`config.mk`:
```
export PLATFORM = sky130hd
export DESIGN_NAME = grid_overlay_pixel_classifier
export DESIGN_NICKNAME = d
export VERILOG_FILES = /design/src/rtl/gopc_pkg.sv /design/src/rtl/grid_overlay_pixel_classifier.sv /design/src/rtl/gopc_regs.sv /design/src/rtl/gopc_front.sv /design/src/rtl/gopc_div_step.sv /design/src/rtl/gopc_resolve.sv
export SDC_FILE = /design/constraint.sdc
export NUM_CORES = 1
export LEC_CHECK = 0
export BUFFER_PORTS_ARGS = -buffer_cell sky130_fd_sc_hd__clkbuf_2
export CAP_MARGIN = 20
export CORE_MARGIN = 2
export CORE_UTILIZATION = 55
export DETAILED_ROUTE_END_ITERATION = 16
export GPL_TIMING_DRIVEN = 0
export PLACE_DENSITY = 0.82
export RECOVER_POWER = 25
export SYNTH_ARGS = -nofsm -noshare
export SYNTH_HDL_FRONTEND = slang
export SYNTH_SLANG_ARGS = --single-unit
```
`constraint.sdc`:
```
create_clock -name clk -period 17.1 [get_ports clk]
set_clock_uncertainty 0.2 [all_clocks]
set_input_delay 0 -clock clk [delete_from_list [all_inputs] [get_ports clk]]
set_output_delay 0 -clock clk [all_outputs]
set_load 0.005 [all_outputs]
```
`src/rtl/gopc_pkg.sv`:
```
`default_nettype none
package gopc_pkg;

  localparam int COORD_W    = 10;
  localparam int CH_W       = 8;
  localparam int RGB_W      = 24;
  localparam int PPU_W      = 10;
  localparam int QUOT_MAX_W = 12;
  localparam int APB_AW     = 5;
  localparam int APB_DW     = 32;
  localparam int REG_IDX_W  = APB_AW - 2;

  typedef logic [RGB_W-1:0]     rgb_t;
  typedef logic [REG_IDX_W-1:0] reg_idx_t;

  typedef struct packed {
    logic [COORD_W-1:0] pixel_row;
    logic [COORD_W-1:0] pixel_column;
  } pixel_t;

  typedef struct packed {
    logic [CH_W-1:0] red;
    logic [CH_W-1:0] green;
    logic [CH_W-1:0] blue;
  } color_t;

  typedef struct packed {
    logic [PPU_W-1:0] ppu;
    rgb_t             fine;
    rgb_t             mid;
    rgb_t             coarse;
    rgb_t             vaxis;
    rgb_t             haxis;
  } cfg_t;

  typedef struct packed {
    logic outside;
    logic hband;
    logic vband;
    logic row_zero;
    logic col_zero;
    logic near_origin;
  } flags_t;

  typedef enum logic [2:0] {
    CLS_WHITE,
    CLS_BLACK,
    CLS_FINE,
    CLS_MEDIUM,
    CLS_COARSE,
    CLS_VAXIS,
    CLS_HAXIS
  } class_t;

  localparam reg_idx_t REG_PPU    = 3'd0;
  localparam reg_idx_t REG_FINE   = 3'd1;
  localparam reg_idx_t REG_MEDIUM = 3'd2;
  localparam reg_idx_t REG_COARSE = 3'd3;
  localparam reg_idx_t REG_VAXIS  = 3'd4;
  localparam reg_idx_t REG_HAXIS  = 3'd5;

  localparam logic [PPU_W-1:0] PPU_RESET    = 10'd51;
  localparam rgb_t             FINE_RESET   = 24'hCCCCCC;
  localparam rgb_t             MEDIUM_RESET = 24'h666666;
  localparam rgb_t             COARSE_RESET = 24'h000000;
  localparam rgb_t             VAXIS_RESET  = 24'hFF0000;
  localparam rgb_t             HAXIS_RESET  = 24'h00FF00;
  localparam rgb_t             WHITE_RGB    = 24'hFFFFFF;
  localparam rgb_t             BLACK_RGB    = 24'h000000;

  // 16 = 1 mod 5, so nibble sums keep the residue
  function automatic logic is_mult5(input logic [QUOT_MAX_W-1:0] q);
    logic [5:0] s;
    logic [4:0] t;
    s = 6'(q[3:0]) + 6'(q[7:4]) + 6'(q[11:8]);
    t = 5'(s[5:4]) + 5'(s[3:0]);
    return (t == 5'd0) || (t == 5'd5) || (t == 5'd10) || (t == 5'd15);
  endfunction

endpackage
`default_nettype wire

```
`src/rtl/grid_overlay_pixel_classifier.sv`:
```
// each pix item passes the front register, the divider steps and the resolve registers to rgb
// throughput: one item per clock unless rgb_ready stalls, set by the one-bit-per-stage divider chain
// a low rgb_ready while rgb_valid is high holds every stage in place; nothing is dropped or repeated
// reset clears all stage valid bits and loads the register reset values
`default_nettype none
module grid_overlay_pixel_classifier
  import gopc_pkg::*;
#(
  parameter int IMAGE_SIZE  = 1024,
  parameter int ORIGIN_HALF = 5,
  parameter int AXIS_WIDTH  = 5
) (
  input  wire logic              clk,
  input  wire logic              rst,
  input  wire logic              pix_valid,
  output logic                   pix_ready,
  input  wire pixel_t            pix,
  output logic                   rgb_valid,
  input  wire logic              rgb_ready,
  output color_t                 rgb,
  input  wire logic              psel,
  input  wire logic              penable,
  input  wire logic              pwrite,
  input  wire logic [APB_AW-1:0] paddr,
  input  wire logic [APB_DW-1:0] pwdata,
  output logic      [APB_DW-1:0] prdata,
  output logic                   pready
);

  localparam int EW = ($clog2(IMAGE_SIZE + 1) > COORD_W) ? $clog2(IMAGE_SIZE + 1) : COORD_W;
  localparam int OW = $clog2(IMAGE_SIZE / 2 + 1);

  cfg_t             cfg;
  logic             en;
  logic             div_valid [OW+1];
  flags_t           div_flags [OW+1];
  logic [OW-1:0]    row_a     [OW+1];
  logic [OW-1:0]    col_a     [OW+1];
  logic [PPU_W-1:0] row_rem   [OW+1];
  logic [PPU_W-1:0] col_rem   [OW+1];

  assign en        = !rgb_valid || rgb_ready;
  assign pix_ready = en;

  gopc_regs u_regs (
    .clk     (clk),
    .rst     (rst),
    .psel    (psel),
    .penable (penable),
    .pwrite  (pwrite),
    .paddr   (paddr),
    .pwdata  (pwdata),
    .prdata  (prdata),
    .pready  (pready),
    .cfg     (cfg)
  );

  gopc_front #(
    .IMAGE_SIZE  (IMAGE_SIZE),
    .ORIGIN_HALF (ORIGIN_HALF),
    .AXIS_WIDTH  (AXIS_WIDTH),
    .EW          (EW),
    .OW          (OW)
  ) u_front (
    .clk      (clk),
    .rst      (rst),
    .en       (en),
    .valid_in (pix_valid),
    .pix      (pix),
    .valid    (div_valid[0]),
    .flags    (div_flags[0]),
    .row_off  (row_a[0]),
    .col_off  (col_a[0])
  );

  assign row_rem[0] = '0;
  assign col_rem[0] = '0;

  for (genvar i = 0; i < OW; i++) begin : g_div
    gopc_div_step #(
      .OW (OW)
    ) u_step (
      .clk        (clk),
      .rst        (rst),
      .en         (en),
      .valid_in   (div_valid[i]),
      .flags_in   (div_flags[i]),
      .ppu        (cfg.ppu),
      .row_a_in   (row_a[i]),
      .row_rem_in (row_rem[i]),
      .col_a_in   (col_a[i]),
      .col_rem_in (col_rem[i]),
      .valid      (div_valid[i+1]),
      .flags      (div_flags[i+1]),
      .row_a      (row_a[i+1]),
      .row_rem    (row_rem[i+1]),
      .col_a      (col_a[i+1]),
      .col_rem    (col_rem[i+1])
    );
  end

  gopc_resolve #(
    .OW (OW)
  ) u_resolve (
    .clk      (clk),
    .rst      (rst),
    .en       (en),
    .valid_in (div_valid[OW]),
    .flags    (div_flags[OW]),
    .row_q    (row_a[OW]),
    .row_rem  (row_rem[OW]),
    .col_q    (col_a[OW]),
    .col_rem  (col_rem[OW]),
    .cfg      (cfg),
    .valid    (rgb_valid),
    .color    (rgb)
  );

  a_rem_range: assert property (@(posedge clk) disable iff (rst)
    div_valid[OW] |-> (row_rem[OW] < cfg.ppu) && (col_rem[OW] < cfg.ppu))
    else $error("divider remainder not below spacing");

  a_stall_hold: assert property (@(posedge clk) disable iff (rst)
    !pix_ready |=> $stable(div_valid[OW]) && $stable(row_a[OW]) && $stable(col_a[OW]))
    else $error("divider chain moved during stall");

  a_div_advance: assert property (@(posedge clk) disable iff (rst)
    pix_ready |=> div_valid[1] == $past(div_valid[0]))
    else $error("item lost or repeated entering divider");

endmodule
`default_nettype wire

```
`src/rtl/gopc_regs.sv`:
```
`default_nettype none
module gopc_regs
  import gopc_pkg::*;
(
  input  wire logic              clk,
  input  wire logic              rst,
  input  wire logic              psel,
  input  wire logic              penable,
  input  wire logic              pwrite,
  input  wire logic [APB_AW-1:0] paddr,
  input  wire logic [APB_DW-1:0] pwdata,
  output logic      [APB_DW-1:0] prdata,
  output logic                   pready,
  output cfg_t                   cfg
);

  logic [PPU_W-1:0] ppu_raw;
  rgb_t             fine;
  rgb_t             mid;
  rgb_t             coarse;
  rgb_t             vaxis;
  rgb_t             haxis;
  reg_idx_t         idx;
  logic             wr_en;

  assign idx    = paddr[APB_AW-1:2];
  assign pready = 1'b1;
  assign wr_en  = psel && penable && pwrite;

  always_ff @(posedge clk) begin
    if (rst) begin
      ppu_raw <= PPU_RESET;
      fine    <= FINE_RESET;
      mid     <= MEDIUM_RESET;
      coarse  <= COARSE_RESET;
      vaxis   <= VAXIS_RESET;
      haxis   <= HAXIS_RESET;
    end else if (wr_en) begin
      unique case (idx)
        REG_PPU:    ppu_raw <= pwdata[PPU_W-1:0];
        REG_FINE:   fine    <= pwdata[RGB_W-1:0];
        REG_MEDIUM: mid     <= pwdata[RGB_W-1:0];
        REG_COARSE: coarse  <= pwdata[RGB_W-1:0];
        REG_VAXIS:  vaxis   <= pwdata[RGB_W-1:0];
        REG_HAXIS:  haxis   <= pwdata[RGB_W-1:0];
        default: ;
      endcase
    end
  end

  always_comb begin
    unique case (idx)
      REG_PPU:    prdata = APB_DW'(ppu_raw);
      REG_FINE:   prdata = APB_DW'(fine);
      REG_MEDIUM: prdata = APB_DW'(mid);
      REG_COARSE: prdata = APB_DW'(coarse);
      REG_VAXIS:  prdata = APB_DW'(vaxis);
      REG_HAXIS:  prdata = APB_DW'(haxis);
      default:    prdata = '0;
    endcase
  end

  // zero spacing acts as one
  assign cfg.ppu    = (ppu_raw == '0) ? PPU_W'(1) : ppu_raw;
  assign cfg.fine   = fine;
  assign cfg.mid    = mid;
  assign cfg.coarse = coarse;
  assign cfg.vaxis  = vaxis;
  assign cfg.haxis  = haxis;

endmodule
`default_nettype wire

```
`src/rtl/gopc_front.sv`:
```
`default_nettype none
module gopc_front
  import gopc_pkg::*;
#(
  parameter int IMAGE_SIZE  = 1024,
  parameter int ORIGIN_HALF = 5,
  parameter int AXIS_WIDTH  = 5,
  parameter int EW          = 11,
  parameter int OW          = 10
) (
  input  wire logic          clk,
  input  wire logic          rst,
  input  wire logic          en,
  input  wire logic          valid_in,
  input  wire pixel_t        pix,
  output logic               valid,
  output flags_t             flags,
  output logic      [OW-1:0] row_off,
  output logic      [OW-1:0] col_off
);

  localparam logic [EW-1:0] SIZE     = EW'(IMAGE_SIZE);
  localparam logic [EW-1:0] CENTER   = EW'(IMAGE_SIZE / 2);
  localparam logic [EW-1:0] BAND_END = EW'(IMAGE_SIZE / 2 + AXIS_WIDTH);
  localparam logic [EW-1:0] HALF     = EW'(ORIGIN_HALF);

  logic [EW-1:0] row_x;
  logic [EW-1:0] col_x;
  logic [EW-1:0] r_off;
  logic [EW-1:0] c_off;
  flags_t        flags_next;

  always_comb begin
    row_x = EW'(pix.pixel_row);
    col_x = EW'(pix.pixel_column);
    r_off = (row_x >= CENTER) ? (row_x - CENTER) : (CENTER - row_x);
    c_off = (col_x >= CENTER) ? (col_x - CENTER) : (CENTER - col_x);
    flags_next.outside     = (row_x >= SIZE) || (col_x >= SIZE);
    flags_next.hband       = (row_x >= CENTER) && (row_x < BAND_END);
    flags_next.vband       = (col_x >= CENTER) && (col_x < BAND_END);
    flags_next.row_zero    = (r_off == '0);
    flags_next.col_zero    = (c_off == '0);
    flags_next.near_origin = (r_off <= HALF) && (c_off <= HALF);
  end

  always_ff @(posedge clk) begin
    if (rst) begin
      valid <= 1'b0;
    end else if (en) begin
      valid <= valid_in;
    end
  end

  always_ff @(posedge clk) begin
    if (en) begin
      flags   <= flags_next;
      row_off <= r_off[OW-1:0];
      col_off <= c_off[OW-1:0];
    end
  end

endmodule
`default_nettype wire

```
`src/rtl/gopc_div_step.sv`:
```
`default_nettype none
module gopc_div_step
  import gopc_pkg::*;
#(
  parameter int OW = 10
) (
  input  wire logic             clk,
  input  wire logic             rst,
  input  wire logic             en,
  input  wire logic             valid_in,
  input  wire flags_t           flags_in,
  input  wire logic [PPU_W-1:0] ppu,
  input  wire logic [OW-1:0]    row_a_in,
  input  wire logic [PPU_W-1:0] row_rem_in,
  input  wire logic [OW-1:0]    col_a_in,
  input  wire logic [PPU_W-1:0] col_rem_in,
  output logic                  valid,
  output flags_t                flags,
  output logic      [OW-1:0]    row_a,
  output logic      [PPU_W-1:0] row_rem,
  output logic      [OW-1:0]    col_a,
  output logic      [PPU_W-1:0] col_rem
);

  logic [PPU_W:0]   row_t;
  logic [PPU_W:0]   col_t;
  logic [PPU_W:0]   div_x;
  logic             row_ge;
  logic             col_ge;
  logic [PPU_W-1:0] row_rem_next;
  logic [PPU_W-1:0] col_rem_next;

  // one restoring step: shift in the next dividend bit, subtract if it fits
  always_comb begin
    div_x        = {1'b0, ppu};
    row_t        = {row_rem_in, row_a_in[OW-1]};
    col_t        = {col_rem_in, col_a_in[OW-1]};
    row_ge       = row_t >= div_x;
    col_ge       = col_t >= div_x;
    row_rem_next = row_ge ? PPU_W'(row_t - div_x) : row_t[PPU_W-1:0];
    col_rem_next = col_ge ? PPU_W'(col_t - div_x) : col_t[PPU_W-1:0];
  end

  always_ff @(posedge clk) begin
    if (rst) begin
      valid <= 1'b0;
    end else if (en) begin
      valid <= valid_in;
    end
  end

  always_ff @(posedge clk) begin
    if (en) begin
      flags   <= flags_in;
      row_a   <= {row_a_in[OW-2:0], row_ge};
      col_a   <= {col_a_in[OW-2:0], col_ge};
      row_rem <= row_rem_next;
      col_rem <= col_rem_next;
    end
  end

endmodule
`default_nettype wire

```
`src/rtl/gopc_resolve.sv`:
```
`default_nettype none
module gopc_resolve
  import gopc_pkg::*;
#(
  parameter int OW = 10
) (
  input  wire logic             clk,
  input  wire logic             rst,
  input  wire logic             en,
  input  wire logic             valid_in,
  input  wire flags_t           flags,
  input  wire logic [OW-1:0]    row_q,
  input  wire logic [PPU_W-1:0] row_rem,
  input  wire logic [OW-1:0]    col_q,
  input  wire logic [PPU_W-1:0] col_rem,
  input  wire cfg_t             cfg,
  output logic                  valid,
  output color_t                color
);

  logic   cls_valid;
  class_t cls;
  class_t cls_next;
  rgb_t   rgb_next;
  logic   row_mult;
  logic   col_mult;
  logic   row_m5;
  logic   col_m5;
  logic   row_m10;
  logic   col_m10;

  always_comb begin
    row_mult = !flags.row_zero && (row_rem == '0);
    col_mult = !flags.col_zero && (col_rem == '0);
    row_m5   = row_mult && is_mult5(QUOT_MAX_W'(row_q));
    col_m5   = col_mult && is_mult5(QUOT_MAX_W'(col_q));
    row_m10  = row_m5 && !row_q[0];
    col_m10  = col_m5 && !col_q[0];
    if (flags.outside) begin
      cls_next = CLS_WHITE;
    end else if (flags.hband) begin
      cls_next = CLS_HAXIS;
    end else if (flags.vband) begin
      cls_next = CLS_VAXIS;
    end else if (row_m10 || col_m10) begin
      cls_next = CLS_COARSE;
    end else if (row_m5 || col_m5) begin
      cls_next = CLS_MEDIUM;
    end else if (row_mult || col_mult) begin
      cls_next = CLS_FINE;
    end else if (flags.near_origin) begin
      cls_next = CLS_BLACK;
    end else begin
      cls_next = CLS_WHITE;
    end
  end

  always_comb begin
    unique case (cls)
      CLS_WHITE:  rgb_next = WHITE_RGB;
      CLS_BLACK:  rgb_next = BLACK_RGB;
      CLS_FINE:   rgb_next = cfg.fine;
      CLS_MEDIUM: rgb_next = cfg.mid;
      CLS_COARSE: rgb_next = cfg.coarse;
      CLS_VAXIS:  rgb_next = cfg.vaxis;
      CLS_HAXIS:  rgb_next = cfg.haxis;
      default:    rgb_next = WHITE_RGB;
    endcase
  end

  always_ff @(posedge clk) begin
    if (rst) begin
      cls_valid <= 1'b0;
      valid     <= 1'b0;
    end else if (en) begin
      cls_valid <= valid_in;
      valid     <= cls_valid;
    end
  end

  always_ff @(posedge clk) begin
    if (en) begin
      cls   <= cls_next;
      color <= color_t'(rgb_next);
    end
  end

endmodule
`default_nettype wire

```
==> qor.csv, run 1 <==
stage,metric,value,unit
logic_synthesis,"area leader, netlist",edfxtp_1,
logic_synthesis,post-synth top area share,45.3,%
timing,max_slew headroom,-12.6,%
route,Pre-antenna DRT Iters,6,
logic_synthesis,synthesized cell area,33300,sq um
global_routing,initial antenna violation count,1,
placed_design,gp weighted congestion,0.972,
timing,Final Critical Period,5.43,ns
worst_hold_path,hold depth,4,
cts,Clock Sinks,645,
die,Die X,250,microns
cts,CTS tree,built,
power,cell internal pwr,3390,uW
timing,worst slew pin tran,1.69,ns
die,Die Ht,250,microns
run_status,status,finished with violations,
worst_hold_path,HP Class,input pin to flip-flop,
layout,Post-Route Utilization,63.7,%
route,via count,23900,
global_routing,vias in the first global route,23900,
timing,fin crit share,31.7,%
layout,total area of sequential cells,17900,sq um
power,Comb power frac,23.4,%
critical_path,critical path launch point type,flip-flop,
cts,TritonCTS Buffers,67,
route,Residual DRC,0,
layout,P&R area growth vs syn,15.1,%
cts,H-Tree Depth,3,
logic_synthesis,Yosys warning count,0,
critical_path,Most Frequent Cell on Critical Path,o21ai_0,
layout,share of cells above drive strength 1,12.9,%
cts,Max Root-Sink Buffers,3,
critical_path,Worst path top cell family by delay,compound AO/OA/AOI/OAI gates,
power,clock share of power,33.3,%
power,Net Sw Power,1240,uW
global_routing,largest net degree at the start of global routing,74,
global_routing,grt ovf,0,
critical_path,Worst path max stage delay,0.63,ns
global_routing,All-Layer GR Usage,24.8,%
critical_path,crit path max fanout,11,
timing,Hold Fails Final Rpt,0,
critical_path,Worst Path Buf+Inv,3,
timing,Fmax achieved,184,MHz
placed_design,dpl cell area,35200,sq um
power,Pwr Density,121,nW/um^2
cts,CTS resizes,0,
route,final WL,78000,microns
logic_synthesis,ranking of synthesized cells by area,"edfxtp_1 (45%), dfxtp_1 (8.6%), ha_1 (7.6%), mux2_2 (5.3%), nand2_1 (3.8%)",
logic_synthesis,sequential-to-total area share from yosys stat,53.9,%
run,number of max-cap violations,1,
run_status,failing checks,"capacitance limit, slew limit",
cts,Worst-Skew Late Latency,0.63,ns
die,# IOs,123,
layout,Multi-input gate area,14400,sq um
critical_path,Worst EP arrival,5.58,ns
layout,Final Net Count,3441,
power,maximum vdd drop,79.1,uV
critical_path,CP Cell Sequence,inv_1 -> buf_16 -> nand4_1 -> nor4_1 -> a21o_1 -> buf_8 -> ha_1 -> nor2b_1 -> o21ai_0 -> a21boi_0 -> o21ai_0 -> a31oi_1 -> a31oi_4 -> mux2_2,
critical_path,Worst path depth,14,
power,sw frac,26.8,%
logic_synthesis,#FFs+latches synth,645,
route,ANT nets after route,0,
logic_synthesis,"count leader, synth",edfxtp_1,
logic_synthesis,Synth cell types,69,
die,core area,60100,sq um
layout,filler instances,4451,
cts,clock slew at reported path FFs,0.06,ns
layout,Final Cell Area,38300,sq um
route,vias per inst,5.99,
cts,CTS root buf,clkbuf_16,
logic_synthesis,number of synthesized flops with an enable pin,502,
timing,fin. max-slew vios,24,
timing,RSZ-0062 raised after global routing,false,
die,Initial Util,55.4,%
critical_path,worst-path cell with the longest stage delay,a21o_1,
logic_synthesis,"FFs w/ async S/R, synth",0,%
critical_path,CP Capture Type,flip-flop,
placed_design,HPWL after DPL,52800,microns
route,initial DRC count,2546,
critical_path,worst path required time,17.26,ns
logic_synthesis,synthesized area per cell,11.6,sq um
power,Flop pwr share,43.3,%
critical_path,Worst R2R Path Depth,14,
die,num rows,90,
logic_synthesis,Most used DFF post-synth,edfxtp_1,
logic_synthesis,synthesized instance count,2881,
critical_path,crit path kind,flip-flop to flip-flop,
placed_design,Port-buffer cells,101,
die,area of the die,62500,sq um
logic_synthesis,Post-synth top cells,"edfxtp_1 (502), nand2_1 (336), a21oi_1 (232)",
power,P_leak,0.0157,uW
route,Routed wire per std cell,19.6,microns
timing,endpoints failing setup,0,
layout,diode count,0,
global_routing,first-pass GRT wire length,123000,microns
[metrics by stage]
step	std cells	setup WS, ns	hold WS [ns]	total power, uW	setup TNS [ns]
after floorplan	2888	1.51	-0.101	2850	0
after global placement	3771	-4.07	0.0319	3030	-1730.87
after detailed placement	3785	11.50	0.0366	3080	0
after CTS	3986	11.40	0.00423	4640	0
after global routing	3988	11.41	0.0473	4840	0
final	3988	11.67	0.0117	4630	0
[power groups by stage]
stage | combinational, uW | clock (uW) | sequential, uW
final | 1080 | 1540 | 2000
after global routing | 1200 | 1620 | 2020
after CTS | 1080 | 1560 | 2000
after detailed placement | 1040 | 0 | 2040
after global placement | 1000 | 0 | 2030
after floorplan | 848 | 0 | 2000
[cells in the final DEF, fill, tap and decap left out, types with 32 or more instances in the layout]
cell type / synthesis / routed
a21o_1: 41 / 41
a21oi_1: 232 / 232
clkbuf_1: 76 / 108
clkbuf_16: 0 / 73
clkbuf_2: 0 / 85
dfxtp_1: 143 / 143
dlygate4sd3_1: 0 / 77
edfxtp_1: 502 / 502
ha_1: 202 / 202
inv_1: 159 / 159
mux2_2: 157 / 155
mux2i_1: 69 / 69
nand2_1: 336 / 336
nand3_1: 45 / 45
nand4_1: 32 / 32
nor2_1: 137 / 137
nor2b_1: 62 / 62
o21ai_0: 99 / 99
xnor2_1: 98 / 98
xor2_1: 41 / 41
[sequential cells by signal, summed over array words and instances, names as in the netlist, 50 cells and up]
register              count
g_div.u_step.row_rem    100
g_div.u_step.flags       50
g_div.u_step.col_rem    100
g_div.u_step.row_a      100
g_div.u_step.col_a      100
[cell type report]
type | instances | area share [%]
inverter | 159 | 1.56
buffer | 97 | 1.06
timing repair buffer | 194 | 4.39
clock inverter | 30 | 1.01
sequential | 645 | 46.8
multi-input combinational | 1987 | 37.5
clock buffer | 94 | 5.10
tap | 782 | 2.55
[worst paths after layout]
check / endpoint / startpoint / slack [ns]
max: g_div[2].u_step.col_rem[3] / u_regs.ppu_raw[4] / 11.67
min: u_regs.mid[21] / pwdata[21] / 0.01
max reg2reg: g_div[2].u_step.col_rem[3] / u_regs.ppu_raw[4] / 11.67
min reg2reg: g_div[5].u_step.col_a[8] / g_div[4].u_step.col_a[7] / 0.20
[timing repair]
action / in CTS / in global routing
hold endpoints to repair: 168 / 0
buffers inserted: 0 / 0
hold buffers: 77 / 0
[logic make-up after synthesis]
group / Yosys count / synth area share (%)
AOI/OAI and AO/OA: 642 / 12.5
xor gates and xnor gates: 143 / 3.93
adders and majority gates: 226 / 9.03
buffers and inverters: 256 / 3.01
DFF: 645 / 53.9
muxes: 227 / 7.43
other: 2 / 0.0226
and+or+nand+nor: 740 / 10.2
[routing by layer]
metal	wire, microns	GRT usage [%]
met5	0	0
met4	3380	11.3
met3	7060	5.65
met2	36200	40.6
met1	31400	31.7
[worst reg2reg max path: stages, from the launching register on]
cell and delay [ns]:
dfxtp_1 0.36, inv_1 0.54, buf_16 0.22, nand4_1 0.14, nor4_1 0.58, a21o_1 0.63, buf_8 0.25, ha_1 0.23
nor2b_1 0.06, o21ai_0 0.26, a21boi_0 0.17, o21ai_0 0.38, a31oi_1 0.26, a31oi_4 0.47, mux2_2 0.40
No activity file was read; power rests on OpenSTA's default activity.
==> run 2, diff against run 1 <==
==> constraint.sdc (replaced) <==
create_clock -name clk -period 5.3 [get_ports clk]
set_clock_uncertainty 0.2 [all_clocks]
set_input_delay 0 -clock clk [delete_from_list [all_inputs] [get_ports clk]]
set_output_delay 0 -clock clk [all_outputs]
set_load 0.005 [all_outputs]
==> run 2 against run 1 <==
Against the previous run: the flow still finishes with violations (capacitance limit, slew limit); setup slack lost 11 ns; die area unchanged; power grew to 3.2 times the previous value; global-route usage grew 0.074 points; critical path depth down 1; sequential power grew to 3.2 times the previous value; worst hold slack improved by 0.041 ns; largest power group unchanged.
==> qor.csv, run 2 (synthesis gave the netlist of run 1 again) <==
stage,metric,value,unit,change
global_routing,All-Layer GR Usage,24.9,%,was 24.8%
power,clock share of power,32.7,%,was 33.3%
layout,total area of sequential cells,17900,sq um,unchanged
layout,Final Net Count,3437,,was 3441
global_routing,largest net degree at the start of global routing,144,,was 74
cts,CTS root buf,clkbuf_16,,unchanged
route,ANT nets after route,0,,unchanged
run,number of max-cap violations,1,,unchanged
timing,worst slew pin tran,3.50,ns,was 1.69 ns
cts,Clock Sinks,645,,unchanged
placed_design,HPWL after DPL,52200,microns,was 52800 microns
global_routing,grt ovf,0,,unchanged
layout,Non-Filler Instances,3978,,was 3988
timing,setup TNS,0,ns,unchanged
critical_path,critical path launch point type,flip-flop,,unchanged
route,vias per inst,5.97,,was 5.99
critical_path,Most Frequent Cell on Critical Path,o21ai_0,,unchanged
worst_hold_path,HP Class,input pin to flip-flop,,unchanged
critical_path,worst path required time,5.45,ns,was 17.26 ns
route,via count,23800,,was 23.9k
placed_design,Port-buffer cells,101,,unchanged
run_status,status,finished with violations,,unchanged
global_routing,initial antenna violation count,1,,unchanged
critical_path,CP Capture Type,flip-flop,,unchanged
layout,share of cells above drive strength 1,12.3,%,was 12.9%
route,Residual DRC,0,,unchanged
die,core area,60100,sq um,unchanged
timing,fin crit share,93.9,%,was 31.7%
die,Die Ht,250,microns,unchanged
die,# IOs,123,,unchanged
critical_path,CP Cell Sequence,inv_1 -> buf_16 -> nand4_1 -> nor4_2 -> a21o_4 -> ha_1 -> nor2b_1 -> o21ai_0 -> a21boi_0 -> o21ai_0 -> a31oi_1 -> a31oi_4 -> mux2_2,,was inv_1 -> buf_16 -> nand4_1 -> nor4_1 -> a21o_1 -> buf_8 -> ha_1 -> nor2b_1 -> o21ai_0 -> a21boi_0 -> o21ai_0 -> a31oi_1 -> a31oi_4 -> mux2_2
power,Pwr Density,388,nW/um^2,was 121 nW/um^2
placed_design,Post-Place Worst Slack,-0.628,ns,was 11.50 ns
layout,filler instances,4518,,was 4451
power,Net Sw Power,3930,uW,was 1240 uW
die,area of the die,62500,sq um,unchanged
layout,"commonest non-fill, non-tap cell in the layout",edfxtp_1,,unchanged
timing,Final Critical Period,4.97,ns,was 5.43 ns
die,num rows,90,,unchanged
route,final WL,78300,microns,was 78000 microns
power,total power draw,14800,uW,was 4630 uW
cts,H-Tree Depth,3,,unchanged
route,initial DRC count,2458,,was 2546
cts,TritonCTS Buffers,67,,unchanged
cts,Worst-Skew Late Latency,0.61,ns,was 0.63 ns
layout,P&R area growth vs syn,14.3,%,was 15.1%
layout,most frequent cells in the layout,"edfxtp_1 (502), nand2_1 (336), a21oi_1 (232), ha_1 (202), inv_1 (158)",,"was edfxtp_1 (502), nand2_1 (336), a21oi_1 (232), ha_1 (202), inv_1 (159)"
critical_path,Worst R2R Path Depth,13,,was 14
run_status,failing checks,"capacitance limit, slew limit",,unchanged
placed_design,gp weighted congestion,0.977,,was 0.972
placed_design,# placed instances,3780,,was 3785
cts,clock slew at reported path FFs,0.07,ns,was 0.06 ns
critical_path,worst-path cell with the longest stage delay,inv_1,,was a21o_1
worst_hold_path,hold depth,4,,unchanged
cts,Post-CTS Setup Inserts,0,,unchanged
global_routing,vias in the first global route,23700,,was 23.9k
power,cell internal pwr,10800,uW,was 3390 uW
critical_path,Worst EP arrival,5.13,ns,was 5.58 ns
critical_path,crit path max fanout,20,,was 11
route,Routed wire per std cell,19.7,microns,was 19.6 microns
layout,Multi-input gate area,14400,sq um,about the same
power,sw frac,26.6,%,was 26.8%
timing,endpoints failing setup,0,,unchanged
timing,Hold Fails Final Rpt,0,,unchanged
power,P_leak,0.0155,uW,was 0.0157 uW
power,Flop pwr share,43.7,%,was 43.3%
critical_path,crit path kind,flip-flop to flip-flop,,unchanged
die,Initial Util,55.4,%,unchanged
die,Die X,250,microns,unchanged
timing,RSZ-0062 raised after global routing,false,,unchanged
timing,max_slew headroom,-134,%,was -12.6%
route,Pre-antenna DRT Iters,7,,was 6
timing,fin. max-slew vios,143,,was 24
critical_path,Worst path max stage delay,0.52,ns,was 0.63 ns
global_routing,first-pass GRT wire length,124000,microns,was 123000 microns
layout,Final Cell Area,38100,sq um,was 38300 sq um
cts,CTS tree,built,,unchanged
timing,Fmax achieved,201,MHz,was 184 MHz
placed_design,dpl cell area,35100,sq um,was 35200 sq um
cts,Max Root-Sink Buffers,3,,unchanged
power,Comb power frac,23.5,%,was 23.4%
power,maximum vdd drop,282,uV,was 79.1 uV
timing,final worst slack,0.326,ns,was 11.67 ns
## run 2: critical path: cells and delay by family, from the launching register on
family	cells	cell delay, ns
AOI/OAI and AO/OA	6	2.07
adders and majority gates	1	0.28
buffers and inverters	2	0.75
DFF	1	0.33
muxes	1	0.41
and+or+nand+nor	3	0.64
## run 2: path summary, 6_finish.rpt
path,startpoint,to,slack (ns)
max,u_regs.ppu_raw[5],g_div[2].u_step.col_rem[2],0.33
min,pwdata[11],u_regs.haxis[11],0.05
max reg2reg,u_regs.ppu_raw[5],g_div[2].u_step.col_rem[2],0.33
min reg2reg,u_front.flags[4],g_div[0].u_step.flags[4],0.20
## run 2: stage by stage
step           hold WS [ns]  utilization [%]
6_report             0.0531             63.3
5_1_grt              0.0699             63.3
4_1_cts             0.00802             63.4
3_5_place_dp         0.0403             58.3
3_3_place_gp         0.0386             57.9
2_1_floorplan        -0.101                -
## run 2: routing by layer
metal	share of wire, %	vias to the layer above	track usage [%]
met5	0	-	0
met4	4.4	0	11.7
met3	9.2	273	5.64
met2	46	1168	40.3
met1	40	11200	32.0
li1	-	11100	-
## run 2: what timing repair did
item                       in CTS  in global routing
hold buffers                   80                  0
setup endpoints to repair     185                 26
hold endpoints to repair      168                  0
resized for setup               3                  1
## run 2: power groups by stage
| stage | clock, uW | sequential (uW) | combinational [uW] |
|---|---|---|---|
| after floorplan | 0 | 6470 | 2740 |
| after global placement | 0 | 6540 | 3240 |
| after detailed placement | 0 | 6560 | 3370 |
| after CTS | 4900 | 6460 | 3460 |
| after global routing | 5090 | 6520 | 3850 |
| final | 4840 | 6460 | 3470 |
## run 2: final cells by class
type	instances	share of cell area, %
well taps	782	2.57
multi-input cells	1987	37.8
diodes	1	0.00657
inverters	159	1.58
flip-flops and latches	645	47.1
clock inverters	28	1.00
clock buffers	89	4.89
plain buffers	97	1.07
repair buffers	190	3.95
